<file path="src/rtl/vpmr_pkg.sv">
package vpmr_pkg;

   localparam int VPMR_PALETTE_WORDS = 512;
   localparam int PAL_IDX_W          = 9;

   // Bus access kinds as they arrive on the request channel
   localparam logic [2:0] KIND_BREAD  = 3'd0;
   localparam logic [2:0] KIND_WREAD  = 3'd1;
   localparam logic [2:0] KIND_BWRITE = 3'd2;
   localparam logic [2:0] KIND_WWRITE = 3'd3;
   localparam logic [2:0] KIND_PEEK   = 3'd4;

   // Window map
   localparam logic [11:0] VR0_BASE      = 12'h400;
   localparam logic [11:0] VR1_BASE      = 12'h500;
   localparam logic [11:0] VR2_BASE      = 12'h600;
   localparam logic [11:0] UNMAPPED_BASE = 12'h700;

   localparam logic [7:0] VR1H_MASK    = 8'h3f;
   localparam logic [7:0] SHADOW_RESET = 8'hff;

   typedef enum logic [2:0] {
      OP_NONE,
      OP_BREAD,
      OP_WREAD,
      OP_BWRITE,
      OP_WWRITE
   } vpmr_op_type;

   typedef enum logic [2:0] {
      RGN_NONE,
      RGN_PAL,
      RGN_VR0,
      RGN_VR1,
      RGN_VR2
   } vpmr_region_type;

   typedef struct packed {
      logic [2:0]  kind;
      logic [11:0] offset;
      logic [15:0] write_data;
   } vpmr_req_type;

   typedef struct packed {
      logic [15:0] read_data;
      logic        palette_wait;
      logic        palette_changed;
      logic [8:0]  palette_index;
      logic        mode_changed;
      logic [2:0]  vr0_value;
      logic [13:0] vr1_value;
      logic [15:0] vr2_value;
   } vpmr_rsp_type;

   // Decoded access handed from the front to the back
   typedef struct packed {
      vpmr_op_type            op;
      vpmr_region_type        region;
      logic                   peek;
      logic                   odd;
      logic [PAL_IDX_W-1:0]   index;
      logic [15:0]            write_data;
   } vpmr_cmd_type;

endpackage

</file>
<file path="src/rtl/vpmr_queue.sv">
module vpmr_queue
   import vpmr_pkg::*;
   (
      input  logic         clock,
      input  logic         reset,
      input  logic         push,
      input  vpmr_cmd_type push_cmd,
      input  logic         pop,
      output logic         full,
      output logic         empty,
      output vpmr_cmd_type head_cmd
   );

   vpmr_cmd_type entry_ff [2];
   logic         wr_ptr_ff, wr_ptr_in;
   logic         rd_ptr_ff, rd_ptr_in;
   logic [1:0]   count_ff, count_in;

   assign full     = (count_ff == 2'd2);
   assign empty    = (count_ff == 2'd0);
   assign head_cmd = entry_ff[rd_ptr_ff];

   always_comb begin
      wr_ptr_in = push ? !wr_ptr_ff : wr_ptr_ff;
      rd_ptr_in = pop ? !rd_ptr_ff : rd_ptr_ff;
      count_in  = count_ff;
      if (push && !pop) begin
         count_in = count_ff + 2'd1;
      end else if (pop && !push) begin
         count_in = count_ff - 2'd1;
      end
   end

   always_ff @(posedge clock) begin
      if (reset) begin
         wr_ptr_ff <= 1'b0;
         rd_ptr_ff <= 1'b0;
         count_ff  <= 2'd0;
      end else begin
         wr_ptr_ff <= wr_ptr_in;
         rd_ptr_ff <= rd_ptr_in;
         count_ff  <= count_in;
      end
      if (push) begin
         entry_ff[wr_ptr_ff] <= push_cmd;
      end
   end

endmodule

</file>
<file path="config.mk">
export PLATFORM = sky130hd
export DESIGN_NAME = vpmr_queue
export DESIGN_NICKNAME = d
export VERILOG_FILES = /design/src/rtl/vpmr_pkg.sv /design/src/rtl/vpmr_queue.sv
export SDC_FILE = /design/constraint.sdc
export NUM_CORES = 1
export LEC_CHECK = 0
export ABC_AREA = 1
export BUFFER_PORTS_ARGS = -buffer_cell sky130_fd_sc_hd__buf_2
export CAP_MARGIN = 20
export CORE_UTILIZATION = 50
export DETAILED_ROUTE_END_ITERATION = 10
export PLACE_DENSITY = 0.76
export REMOVE_ABC_BUFFERS = 1
export SKIP_CTS_REPAIR_TIMING = 1
export SLEW_MARGIN = 20
export SYNTH_ARGS = -nofsm -noshare
export SYNTH_HDL_FRONTEND = slang
export SYNTH_SLANG_ARGS = --single-unit
</file>
<file path="constraint.sdc">
create_clock -name clock -period 3.97 [get_ports clock]
set_clock_uncertainty 0.1 [all_clocks]
set_input_delay 0.9925 -clock clock [delete_from_list [all_inputs] [get_ports clock]]
set_output_delay 0.9925 -clock clock [all_outputs]
set_load 0.05 [all_outputs]
</file>
# After elaboration in Yosys (flattened, before gate mapping)
# Memories as Yosys holds them, arrays and structs flattened. A register that Yosys moved wholly into a read port is not among the register bits.
# Cells that the tools add are included.
# Widths: inputs -> output; s select.
[classes]
eq_ne = 1
muxes = 6
addsub = 2
n_reduce_logical = 8
[ops]
columns = ["operator", "n"]
rows = [
  ["$logic_not 1->1", 4],
  ["$mux 1", 4],
  ["$mux 2", 2],
  ["$add 2x1->2 const B", 1],
  ["$eq 2x2->1 const B", 1],
  ["$logic_and 1x1->1", 2],
  ["$logic_not 2->1", 1],
  ["$reduce_bool 2->1", 1],
  ["$sub 2x1->2 const B", 1],
]
[totals]
regBits = 4
n_memories = 1
output_inout_bits = 35
mem_bits_rw = 66
input_bits = 37
[memory_table]
columns = ["name", "depth", "word_bits", "read_ports", "rd_clocked_by_memory_dff", "wr", "line", "text"]
rows = [
  ["entry_ff", 2, 33, 1, 1, 1, "vpmr_queue.sv:14", "vpmr_cmd_type entry_ff [2];"],
]

# Longest topological paths before layout
[logic_depth]
word_depth = 4
depth_mapped = 8
ltp_nobuf = 8

# Worst setup path before layout
# No wires, ideal clock.
[synth_timing]
path_kind = "in2reg"
start = "input push"
end = "memory entry_ff[0][0] (netlist name), enable pin"
arrival_ns = 2.423
required_time_ns = 3.446
slack_ns = 1.023
path_stages = 2
setup_ns = 0.424
cell_sequence = "inv_1 -> nor2_1"
[synth_via]
elab_chain_cells = 2
[synth_rtl]
columns = ["element", "line", "text"]
rows = [
  ["from (decl)", "vpmr_queue.sv:6", "input logic push,"],
  ["$mux 1", "vpmr_queue.sv:44", "if (push) begin"],
  ["$mux 1 (not written as such)", "vpmr_queue.sv:45", "entry_ff[wr_ptr_ff] <= push_cmd;"],
  ["to (decl)", "vpmr_queue.sv:14", ""],
]
# Every way passes these cells.

==> results.md <==
* CTS tree: done
* Antenna violations before repair at 0
* Post-Synthesis Cells at 136
* Critical Path AT at 1.74 ns
* Max Cap Violations at 0
* WL per Instance at 14.4 µm
* Overall Global Routing Usage at 0.151
* R2r worst-path depth at 3
* Vias per inst at 4.73
* Hold Fails Final Rpt at 0
* Worst IR Drop VDD at 304 µV
* Max stage delay on crit path at 0.48 ns
* Port bufs at 71
* Final Cycle Share at 0.714
* DRC errors left at 0
* CTS Root Cell: clkbuf_8
* Total number of vias at 1372
* FF/Latch Area at 0.00208 mm²
* # clock sinks at 71
* Largest net degree at the start of global routing at 34
* First-pass GRT wire length at 6330 µm
* End point of the critical path: head_cmd[25]
* NumNets Final at 254
* Post-synthesis simple-gate area fraction at 0.0222
* Fill cell count at 393
* CP endpoint kind: output pin
* Count of cell types in the netlist at 16
* Initial Util at 0.531
* Core area at 0.00520 mm²
* Clock share of power at 0.277
* Final Worst Setup Slack at 1.14 ns
* Drt pass-1 iters at 4
* Cells on Worst Hold Path at 2
* Yosys warnings at 0
* Worst-margin pin slew at 0.939 ns
* Worst-path clk slew at 0.07 ns
* Post-synthesis register bit count at 71
* Cell row count at 26
* Post-synthesis sequential area ratio at 0.753
* Int Pwr at 1.18 mW
* Antenna cells at 0
* I/O pin count at 72
* Comb pwr share at 0.188
* Post-synthesis mux area share at 0.175
* CP max stage cell: buf_4
* Synth Area in XOR/XNOR at 0.00317
* P&R area growth vs syn at 19.8%
* Max H-tree Level at 3
* CP max FO at 33
* Die area at 0.00583 mm²
* Final wirelength at 4160 µm
* Initial DRC Count at 65
* Area fraction in compound gates after synthesis at 0.00362
* Syn Area/Cell at 20.3 µm²
* Rel. slew slack at 0.372
* Number of global-route vias before repair at 1359
* Netlist Area Pre-Place at 0.00276 mm²
* Power Density at 494 mW/mm²
* Main combinational cell family by area after synthesis: multiplexers
* Global route overflow at 0
* Crit path launch type: flip-flop
* DP HPWL at 2730 µm
* Achievable Freq at 353 MHz
* Final min period at 2.83 ns
* Multi-input gate area at 584 µm²
* Worst r2r dst: entry_ff[1][10]$_DFFE_PP_
* Worst path cell trace: buf_4, mux2_2, buf_2
* Share of cells above drive strength 1 at 0.545
* Most common cell after layout, fill and taps aside: buf_2
* Dpl ws at 1.47 ns
* Die X at 76.4 µm
* Leak at 1.35 nW
* Status: complete, no violations
* Reg2reg start: wr_ptr_ff$_SDFFE_PP0P_
* Post-Synth Adder-Cell Area at 0.00453
* Worst-Skew Late Latency at 0.33 ns
* Setup CP Type: reg2out
* Total CTS buffers at 9
* Reg-to-reg slack, setup at 2.37 ns
* Die height at 76.4 µm
* Setup TNS at 0 ns
* Sw Pwr at 0.458 mW
* Final GP Congestion at 0.640
* Slew Viols, Final at 0
* Sequential power share at 0.535
* Switching fraction of total power at 0.280
* Setup violators final at 0
* Worst hold path class: reg2reg
* CP required at 2.88 ns
* Final ANT Viol Nets at 0
* CTS max path bufs at 2
* Most frequent cells in the layout: 71 x buf_2, 66 x edfxtp_1, 30 x mux2_4
* RSZ-0062 raised after global routing: false
## power groups by stage
stage	Clock (mW)	Combinational, mW	Sequential [mW]
3_5_place_dp	0	0.311	0.893
5_1_grt	0.497	0.324	0.879
3_3_place_gp	0	0.308	0.890
2_1_floorplan	0	0.231	0.903
4_1_cts	0.470	0.311	0.876
6_report	0.453	0.308	0.876
## cell type report
| type | instances | share of cell area |
|---|---|---|
| Clock buffer | 9 | 0.0374 |
| Clock inverter | 6 | 0.00869 |
| Inverter | 9 | 0.0102 |
| Multi-Input combinational cell | 52 | 0.176 |
| Sequential cell | 71 | 0.629 |
| Tap cell | 70 | 0.0264 |
| Timing Repair Buffer | 73 | 0.112 |
## layer usage
metal  up-vias  track usage  wire [µm]
met2        47        0.242       2060
met3         7       0.0383        211
li1        665            -          -
met5         -            0          0
met1       653        0.178       1810
met4         0        0.104         74
## kinds of logic (layout without fill, tap and decap cells)
group | Yosys count | count (layout)
xor gates and xnor gates | 1 | 1
DFF | 71 | 71
adders and majority gates | 1 | 1
muxes | 33 | 33
AOI/OAI and AO/OA | 2 | 2
and+or+nand+nor | 15 | 15
buffers and inverters | 13 | 97
## flip-flops by register name, summed over array words and instances (netlist names), named ones only
name / cells
entry_ff: 66
count_ff: 2
rd_ptr_ff: 1
wr_ptr_ff: 1
## critical path, delay by kind of cell, from the launching register on
| family | cells | cell delay [ns] |
|---|---|---|
| buffers and inverters | 2 | 0.69 |
| muxes | 1 | 0.40 |
| DFF | 1 | 0.31 |
## synth_stat cells
cell,count,area share
nand3_1,1,0.0018
mux2_4,30,0.16
buf_12,3,0.022
nor2_1,7,0.0095
mux2_2,3,0.012
nand2_1,5,0.0068
edfxtp_1,66,0.72
nor3_1,1,0.0018
inv_1,9,0.012
buf_6,1,0.0041
o21ai_0,1,0.0018
dfxtp_1,5,0.036
ha_1,1,0.0045
a21oi_1,1,0.0018
nand4_1,1,0.0023
xnor2_1,1,0.0032
## how the worst min path moves through the flow
| stage | startpoint | to | slack (ns) |
|---|---|---|---|
| floorplan | rd_ptr_ff$_SDFFE_PP0P_ | flip-flop | 0.38 |
| CTS | count_ff[0]$_SDFFE_PP0P_ | count_ff[0]$_SDFFE_PP0P_ | 0.44 |
| finish | rd_ptr_ff$_SDFFE_PP0P_ | flip-flop | 0.44 |
| global placement | rd_ptr_ff$_SDFFE_PP0P_ | rd_ptr_ff$_SDFFE_PP0P_ | 0.40 |
| global route | count_ff[0]$_SDFFE_PP0P_ | count_ff[0]$_SDFFE_PP0P_ | 0.47 |
| detailed placement | rd_ptr_ff$_SDFFE_PP0P_ | rd_ptr_ff$_SDFFE_PP0P_ | 0.42 |
## metrics by stage
stage | util | hold WS (ns) | instances | total power, mW | instance area, µm²
final | 0.636 | 0.436 | 290 | 1.64 | 3310
after global routing | 0.636 | 0.466 | 290 | 1.70 | 3310
after CTS | 0.636 | 0.438 | 290 | 1.66 | 3310
after detailed placement | 0.607 | 0.416 | 275 | 1.20 | 3160
after global placement | 0.607 | 0.398 | 275 | 1.20 | 3160
after floorplan | - | 0.380 | 132 | 1.13 | 2690
No activity file was read; power rests on OpenSTA's default activity.
