$ cat src/rtl/vpmr_pkg.sv
package vpmr_pkg;

   localparam int VPMR_PALETTE_WORDS = 512;
   localparam int PAL_IDX_W          = 9;

   // Bus access kinds as they arrive on the request channel
   localparam logic [2:0] KIND_BREAD  = 3'd0;
   localparam logic [2:0] KIND_WREAD  = 3'd1;
   localparam logic [2:0] KIND_BWRITE = 3'd2;
   localparam logic [2:0] KIND_WWRITE = 3'd3;
   localparam logic [2:0] KIND_PEEK   = 3'd4;

   // Window map
   localparam logic [11:0] VR0_BASE      = 12'h400;
   localparam logic [11:0] VR1_BASE      = 12'h500;
   localparam logic [11:0] VR2_BASE      = 12'h600;
   localparam logic [11:0] UNMAPPED_BASE = 12'h700;

   localparam logic [7:0] VR1H_MASK    = 8'h3f;
   localparam logic [7:0] SHADOW_RESET = 8'hff;

   typedef enum logic [2:0] {
      OP_NONE,
      OP_BREAD,
      OP_WREAD,
      OP_BWRITE,
      OP_WWRITE
   } vpmr_op_type;

   typedef enum logic [2:0] {
      RGN_NONE,
      RGN_PAL,
      RGN_VR0,
      RGN_VR1,
      RGN_VR2
   } vpmr_region_type;

   typedef struct packed {
      logic [2:0]  kind;
      logic [11:0] offset;
      logic [15:0] write_data;
   } vpmr_req_type;

   typedef struct packed {
      logic [15:0] read_data;
      logic        palette_wait;
      logic        palette_changed;
      logic [8:0]  palette_index;
      logic        mode_changed;
      logic [2:0]  vr0_value;
      logic [13:0] vr1_value;
      logic [15:0] vr2_value;
   } vpmr_rsp_type;

   // Decoded access handed from the front to the back
   typedef struct packed {
      vpmr_op_type            op;
      vpmr_region_type        region;
      logic                   peek;
      logic                   odd;
      logic [PAL_IDX_W-1:0]   index;
      logic [15:0]            write_data;
   } vpmr_cmd_type;

endpackage

$ cat src/rtl/vpmr_front.sv
module vpmr_front
   import vpmr_pkg::*;
   #(
      parameter int PALETTE_WORDS = VPMR_PALETTE_WORDS
   )
   (
      input  logic         req_valid,
      output logic         req_ready,
      input  vpmr_req_type req_item,
      input  logic         queue_full,
      input  logic         clearing,
      output logic         push,
      output vpmr_cmd_type push_cmd
   );

   // Reduce a word index modulo the palette size by binary compare/subtract
   function automatic logic [PAL_IDX_W-1:0] wrap_index(input logic [PAL_IDX_W-1:0] w);
      logic [15:0] v;
      v = 16'(w);
      for (int k = 5; k >= 0; k--) begin
         if (v >= 16'(PALETTE_WORDS << k)) begin
            v = v - 16'(PALETTE_WORDS << k);
         end
      end
      return v[PAL_IDX_W-1:0];
   endfunction

   vpmr_region_type region;

   always_comb begin
      if (req_item.offset < VR0_BASE) begin
         region = RGN_PAL;
      end else if (req_item.offset < VR1_BASE) begin
         region = RGN_VR0;
      end else if (req_item.offset < VR2_BASE) begin
         region = RGN_VR1;
      end else if (req_item.offset < UNMAPPED_BASE) begin
         region = RGN_VR2;
      end else begin
         region = RGN_NONE;
      end
   end

   always_comb begin
      push_cmd.region     = region;
      push_cmd.peek       = 1'b0;
      push_cmd.odd        = req_item.offset[0];
      push_cmd.index      = wrap_index(req_item.offset[PAL_IDX_W:1]);
      push_cmd.write_data = req_item.write_data;
      case (req_item.kind)
         KIND_BREAD: begin
            push_cmd.op = OP_BREAD;
         end
         KIND_WREAD: begin
            push_cmd.op = OP_WREAD;
         end
         KIND_BWRITE: begin
            push_cmd.op = OP_BWRITE;
         end
         KIND_WWRITE: begin
            push_cmd.op = OP_WWRITE;
         end
         KIND_PEEK: begin
            push_cmd.op   = OP_BREAD;
            push_cmd.peek = 1'b1;
         end
         default: begin
            // drop unused kinds to a no-op result
            push_cmd.op     = OP_NONE;
            push_cmd.region = RGN_NONE;
         end
      endcase
   end

   assign req_ready = !queue_full && !clearing;
   assign push      = req_valid && req_ready;

endmodule

$ cat config.mk
export PLATFORM = sky130hd
export DESIGN_NAME = vpmr_front
export DESIGN_NICKNAME = d
export VERILOG_FILES = /design/src/rtl/vpmr_pkg.sv /design/src/rtl/vpmr_front.sv
export SDC_FILE = /design/constraint.sdc
export NUM_CORES = 1
export LEC_CHECK = 0
export CORE_AREA = 2 2 39 41
export DETAILED_ROUTE_END_ITERATION = 12
export DIE_AREA = 0 0 41 43
export DONT_BUFFER_PORTS = 1
export SYNTH_ARGS = -nofsm -noshare
export SYNTH_HDL_FRONTEND = slang
export SYNTH_SLANG_ARGS = --single-unit
$ cat constraint.sdc
create_clock -name vclk -period 1.4
set_input_delay 0.21 -clock vclk [all_inputs]
set_output_delay 0.21 -clock vclk [all_outputs]
set_load 0.005 [all_outputs]
# Yosys cells after proc, flatten, opt, wreduce, memory -nomap -nowiden
# Index checks and enable logic that the tools add are counted.
# Widths: inputs -> output; s select.
# op_classes
n_lt_le_gt_ge	4
eq_ne	4
muxes	7
reduce_logical	7
# ops
operator	n
$lt 12x11->1 const B	4
$mux 3	5
$pmux 3 s4	1
$eq 3x2->1 const B	2
$reduce_or 5->1	1
$eq 3x1->1 const B	1
$eq 3x3->1 const B	1
$logic_not 3->1	1
$logic_and 1x1->1	2
$logic_not 1->1	2
$reduce_or 2->1	1
$mux 1	1
# word_totals
reg_bits	0
out_inout_bits	35
word_cells	22

# Depth between registers and ports, before layout
# Gate-level depths: netlist of run 1.
# depth
depth_word	6
depth_mapped	2
depth_no_buf	2

# Least setup slack after synthesis of run 1
# No wires, ideal clock.
# synth_path
kind	in2out
from	input port req_item[29] in the netlist's numbering
to	output port push_cmd[28] in the netlist's numbering
arrival_ns	0.629
setup_slack_ns	0.561
path_stages	2
cell_sequence	o21a_4 -> nor4b_4
# synth_rtl
element	line_no	source
start: declaration	vpmr_front.sv:9	input vpmr_req_type req_item,
end: declaration	vpmr_front.sv:13	output vpmr_cmd_type push_cmd

==> results of run 1 <==
cell usage in the layout, fill, tap and decap left out:
master and instances:
nor4b_4 1, nor3b_1 1, o21a_4 1, xnor2_1 1
nand2_1 1, nand3b_1 1, nor3_1 1, nand2b_1 1
and2_1 1, nor2_1 3, a21oi_1 1, a211oi_2 1
stage by stage:
stage	cells	total power [µW]	hold slack, ns	cell area (µm²)	setup slack, ns
2_1_floorplan	40	83.4	0.440	308	0.561
3_3_place_gp	30	25.5	0.420	133	0.532
3_5_place_dp	30	25.7	0.420	133	0.523
4_1_cts	30	25.8	0.420	133	0.523
5_1_grt	30	29.1	0.420	133	0.495
6_report	30	25.2	0.420	133	0.532
area by class of cell:
cell class	instances	share of cell area
multi-input combinational	14	0.849
tap	16	0.151
path summary, 6_finish.rpt:
path / startpoint / endpoint / slack, ns / cells past startpoint
setup / recovery: req_item[29] / push_cmd[28] / 0.53 / 2
hold / removal: req_item[1] / push_cmd[1] / 0.42 / 0
power groups by stage:
stage / logic, µW / clock network [µW] / registers, µW
global route: 29.1 / 0 / 0
CTS: 25.8 / 0 / 0
floorplan: 83.4 / 0 / 0
finish: 25.2 / 0 / 0
detailed placement: 25.7 / 0 / 0
global placement: 25.5 / 0 / 0
per-layer routing:
layer / GRT usage / up-vias / wire length, µm
met3: 0.0105 / 2 / 91
met5: 0 / - / 0
met2: 0.0594 / 23 / 155
met4: 0.0200 / 0 / 8
met1: 0.0222 / 58 / 101
li1: - / 52 / -
logic make-up (layout without fill, tap and decap cells):
logic type | count (synthesis) | in the layout | synth area share
compound gates | 3 | 3 | 0.106
xor+xnor | 1 | 1 | 0.0285
buf+inv | 26 | 0 | 0.634
simple gates | 10 | 10 | 0.232
==> run summary, run 1 <==
status: finished clean
PortBufs: 0
sequential share of the synthesized area: 0
share of the synthesized area in the top cell type: 0.634
global-route wire length before repair: 393 µm
GRT Overall Usage: 0.0310
Avg Cell Area, Syn: 7.69 µm²
Reg power frac: 0
synth top area cells: buf_4 (63%), nor4b_4 (7.7%), o21a_4 (4.9%), a211oi_2 (4.1%), nor2_1 (3.7%)
synth cell count leaders: buf_4 (26), nor2_1 (3)
largest net degree at the start of global routing: 6
worst-path fanout max: 5
Post-CTS Setup Repair Bufs: 0
Bufs and invs on worst path: 0
1st-iter DRT viols: 0
RSZ-0062 raised after global routing: no
area leader, netlist: buf_4
Clk pwr share: 0
Slowest-stage cell, CP: nor4b_4
final wirelength: 356 µm
initial antenna violation count: 0
sw frac: 0.431
Worst Tran Pin Value: 0.254 ns
Pins Over Slew Limit: 0
Area Growth Syn to Fin: -56.9%
placer congestion estimate: 0.521
post_cts resized: 0
P per Cell Area: 190 mW/mm²
Starting Density: 0.222
Ys Warns: 0
Crit path largest cell delay: 0.23 ns
Seq Cell Count: 0
post-layout util: 0.0958
GRT overflow: 0
Core ar.: 0.00138 mm²
crit share post-route: 0.620
Max Freq: 1.15 GHz
Leakage: 0.0000344 µW
Max-cap violations: 0
gate family responsible for the most delay along the worst path: simple AND/OR/NAND/NOR gates
Comb pwr share: 1.000
Critical Path RT: 1.19 ns
kind of critical path: in2out
NetSw: 10.8 µW
die width: 41 µm
Setup Viol. Count Final: 0
wire per inst: 11.9 µm
row cnt: 14
die height: 43 µm
Peak VDD IR: 0.0273 mV
num ports: 69
headroom to the max-slew limit: 0.830
crit-path cells: o21a_4 > nor4b_4
min Tclk post-route: 0.868 ns
die area: 0.00176 mm²
Yosys cell types: 13
Fillers: 157
WP data arrival: 0.66 ns
Setup TNS: 0 ns
count leader, synth: buf_4
P_int: 14.3 µW
first-pass detailed-route iteration total: 1
hold buffers post-CTS: 0
Hold Vio Cnt, Final: 0
layout cells sized above 1: 0.214
DR DRC count: 0
ANT nets after route: 0
total number of vias: 135
vias in the first global route: 102
Worst Hold Class: in2out
Synthesized Nets: 74
Register Area: 0 µm²
Via density: 4.50
fin nets: 50
antenna cells: 0
Cell Area, Synth: 308 µm²
Critical Path End Type: output port
startpoint types: primary input
clk_buf instances: 0
area of the multi-input gates: 113 µm²
Cells after Synth: 40
No activity file was read; power rests on OpenSTA's default activity.
==> run 2: changes to the inputs <==
--- a/config.mk
+++ b/config.mk
@@ -5,6 +5,7 @@
 export SDC_FILE = /design/constraint.sdc
 export NUM_CORES = 1
 export LEC_CHECK = 0
+export ABC_AREA = 1
 export CORE_AREA = 2 2 39 41
 export DETAILED_ROUTE_END_ITERATION = 12
 export DIE_AREA = 0 0 41 43
==> constraint.sdc (replaced) <==
create_clock -name vclk -period 0.8
set_input_delay 0.12 -clock vclk [all_inputs]
set_output_delay 0.12 -clock vclk [all_outputs]
set_load 0.005 [all_outputs]
==> run 2 against run 1 <==
Critical endpoint unchanged. Total power is 50% higher. Non-clock buffer count stayed put. Area after synthesis is 3.7% lower. Global-route usage is 0.30 points higher. Hold slack worse by 0.18 ns. Sequential cell count stayed put. Combinational power is 50% higher. Die area stayed put. Design area is 8.5% lower. Largest power group unchanged. Final cell count is 23% higher.
==> run summary, run 2 <==
min Tclk post-route: 0.593 ns
Fillers: 163 (+3.8%)
headroom to the max-slew limit: 0.828 (-0.00248)
Ys Warns: 0 (unchanged)
WP data arrival: 0.47 ns (-0.19 ns)
Hold Vio Cnt, Final: 0 (unchanged)
initial antenna violation count: 0 (unchanged)
worst-path fanout max: 5 (unchanged)
area of the multi-input gates: 90.1 µm² (-20%)
Post-Place Setup Slack: 0.180 ns (-0.343 ns)
Avg Cell Area, Syn: 6.31 µm² (-18%)
first-pass detailed-route iteration total: 1 (unchanged)
PortBufs: 0 (unchanged)
fin nets: 57 (+14%)
synth top area cells: buf_4 (66%), nor2_1 (11%), nand2_1 (5.1%), nor3b_1 (5.1%), nor3b_2 (4.2%)
final wirelength: 329 µm (-7.6%)
Cells after Synth: 47 (+18%)
Critical Path End Type: output port
Max Freq: 1.69 GHz
clk_buf instances: 0 (unchanged)
Yosys cell types: 8 (-5)
row cnt: 14 (unchanged)
CP endpoint: push_cmd[28]
GRT Overall Usage: 0.0340 (+0.00300)
global-route wire length before repair: 448 µm (+14%)
Post-CTS Setup Repair Bufs: 0 (unchanged)
kind of critical path: in2out
most frequent cells in the layout: nor2_1 (9), nand2_1 (4), inv_1 (3)
area leader, netlist: buf_4
total number of vias: 133 (-1.5%)
Hold Path Depth: 0 (unchanged)
GRT overflow: 0 (unchanged)
share of the synthesized area in the top cell type: 0.658 (+0.0241)
Critical Path Start: req_item[29]
die height: 43 µm (unchanged)
crit share post-route: 0.741
Critical Path RT: 0.68 ns (-0.51 ns)
DR DRC count: 0 (unchanged)
Worst Tran Pin Value: 0.258 ns (+0.00371 ns)
Worst Hold Class: in2out
num ports: 69 (unchanged)
antenna cells: 0 (unchanged)
P per Cell Area: 312 mW/mm² (+64%)
Leakage: 0.0000523 µW (+52%)
Cell Area, Synth: 297 µm² (-3.7%)
Seq Cell Count: 0 (unchanged)
Final WS setup: 0.207 ns (-0.325 ns)
die width: 41 µm (unchanged)
synth cell count leaders: buf_4 (26), nor2_1 (9), nand2_1 (4), inv_1 (3), nor3b_1 (2)
largest net degree at the start of global routing: 6 (unchanged)
Setup TNS: 0 ns (unchanged)
Via density: 3.59 (-20%)
ANT nets after route: 0 (unchanged)
sequential share of the synthesized area: 0 (unchanged)
startpoint types: primary input
Pins Over Slew Limit: 0 (unchanged)
commonest non-fill, non-tap cell in the layout: nor2_1
1st-iter DRT viols: 0 (unchanged)
wire per inst: 8.89 µm (-25%)
Register Area: 0 µm² (unchanged)
vias in the first global route: 120 (+18%)
post_cts resized: 0 (unchanged)
Max-cap violations: 0 (unchanged)
placer congestion estimate: 0.481 (-7.7%)
Area Growth Syn to Fin: -59.1%
layout cells sized above 1: 0.0952 (-0.119)
Core ar.: 0.00138 mm² (unchanged)
count leader, synth: buf_4
hold buffers post-CTS: 0 (unchanged)
Starting Density: 0.214 (-0.00814)
status: finished clean
Peak VDD IR: 0.0289 mV (+5.9%)
die area: 0.00176 mm² (unchanged)
RSZ-0062 raised after global routing: no
Synthesized Nets: 81 (+9.5%)
Setup Viol. Count Final: 0 (unchanged)
-- run 2: changes by cell type after synthesis, sizes merged, moves of 2 or more --
cell,change
nand2,+3
inv,+3
nor2,+6
nor3b,+2
-- run 2: critical path, cell delays in order --
cell	delay [ns]
o21ai_2	0.14
nand2_1	0.08
nor2_1	0.13
-- run 2: worst min-delay path by stage --
stage / from / slack [ns] / to
after floorplan: req_item[30] / 0.26 / push_cmd[31]
after global routing: req_item[19] / 0.24 / push_cmd[18]
final: req_item[10] / 0.24 / push_cmd[10]
after CTS: req_item[12] / 0.24 / push_cmd[12]
after global placement: req_item[12] / 0.24 / push_cmd[12]
after detailed placement: req_item[12] / 0.24 / push_cmd[12]
-- run 2: cells by family (layout without fill, tap and decap cells) --
group | after synthesis | count (layout) | share of synthesized area
AOI/OAI and AO/OA | 2 | 2 | 0.0464
buffers and inverters | 29 | 3 | 0.696
and+or+nand+nor | 16 | 16 | 0.257
-- run 2: power breakdown --
group | switching (µW) | internal (µW) | leakage [µW]
Combinational | 20.6 | 17.3 | 0.0000523
Sequential | 0 | 0 | 0
Clock | 0 | 0 | 0
-- run 2: per-layer routing --
layer | GRT usage | vias up | share of wire
li1 | - | 65 | -
met1 | 0.0222 | 56 | 0.25
met2 | 0.0500 | 10 | 0.52
met3 | 0.0366 | 2 | 0.22
met4 | 0.0267 | 0 | 0.0061
met5 | 0 | - | 0
-- run 2: layout make-up --
type                            instances  area share
Inverter                                3      0.0928
Multi-Input combinational cell         18       0.742
Tap cell                               16       0.165
-- run 2: through the flow --
stage,utilization,cell area [µm²],hold slack (ns),total power [µW],std cells
2_1_floorplan,-,297,0.263,140,47
3_3_place_gp,0.0877,121,0.240,38.9,37
3_5_place_dp,0.0877,121,0.240,39.0,37
4_1_cts,0.0877,121,0.240,39.0,37
5_1_grt,0.0877,121,0.240,43.6,37
6_report,0.0877,121,0.240,37.9,37
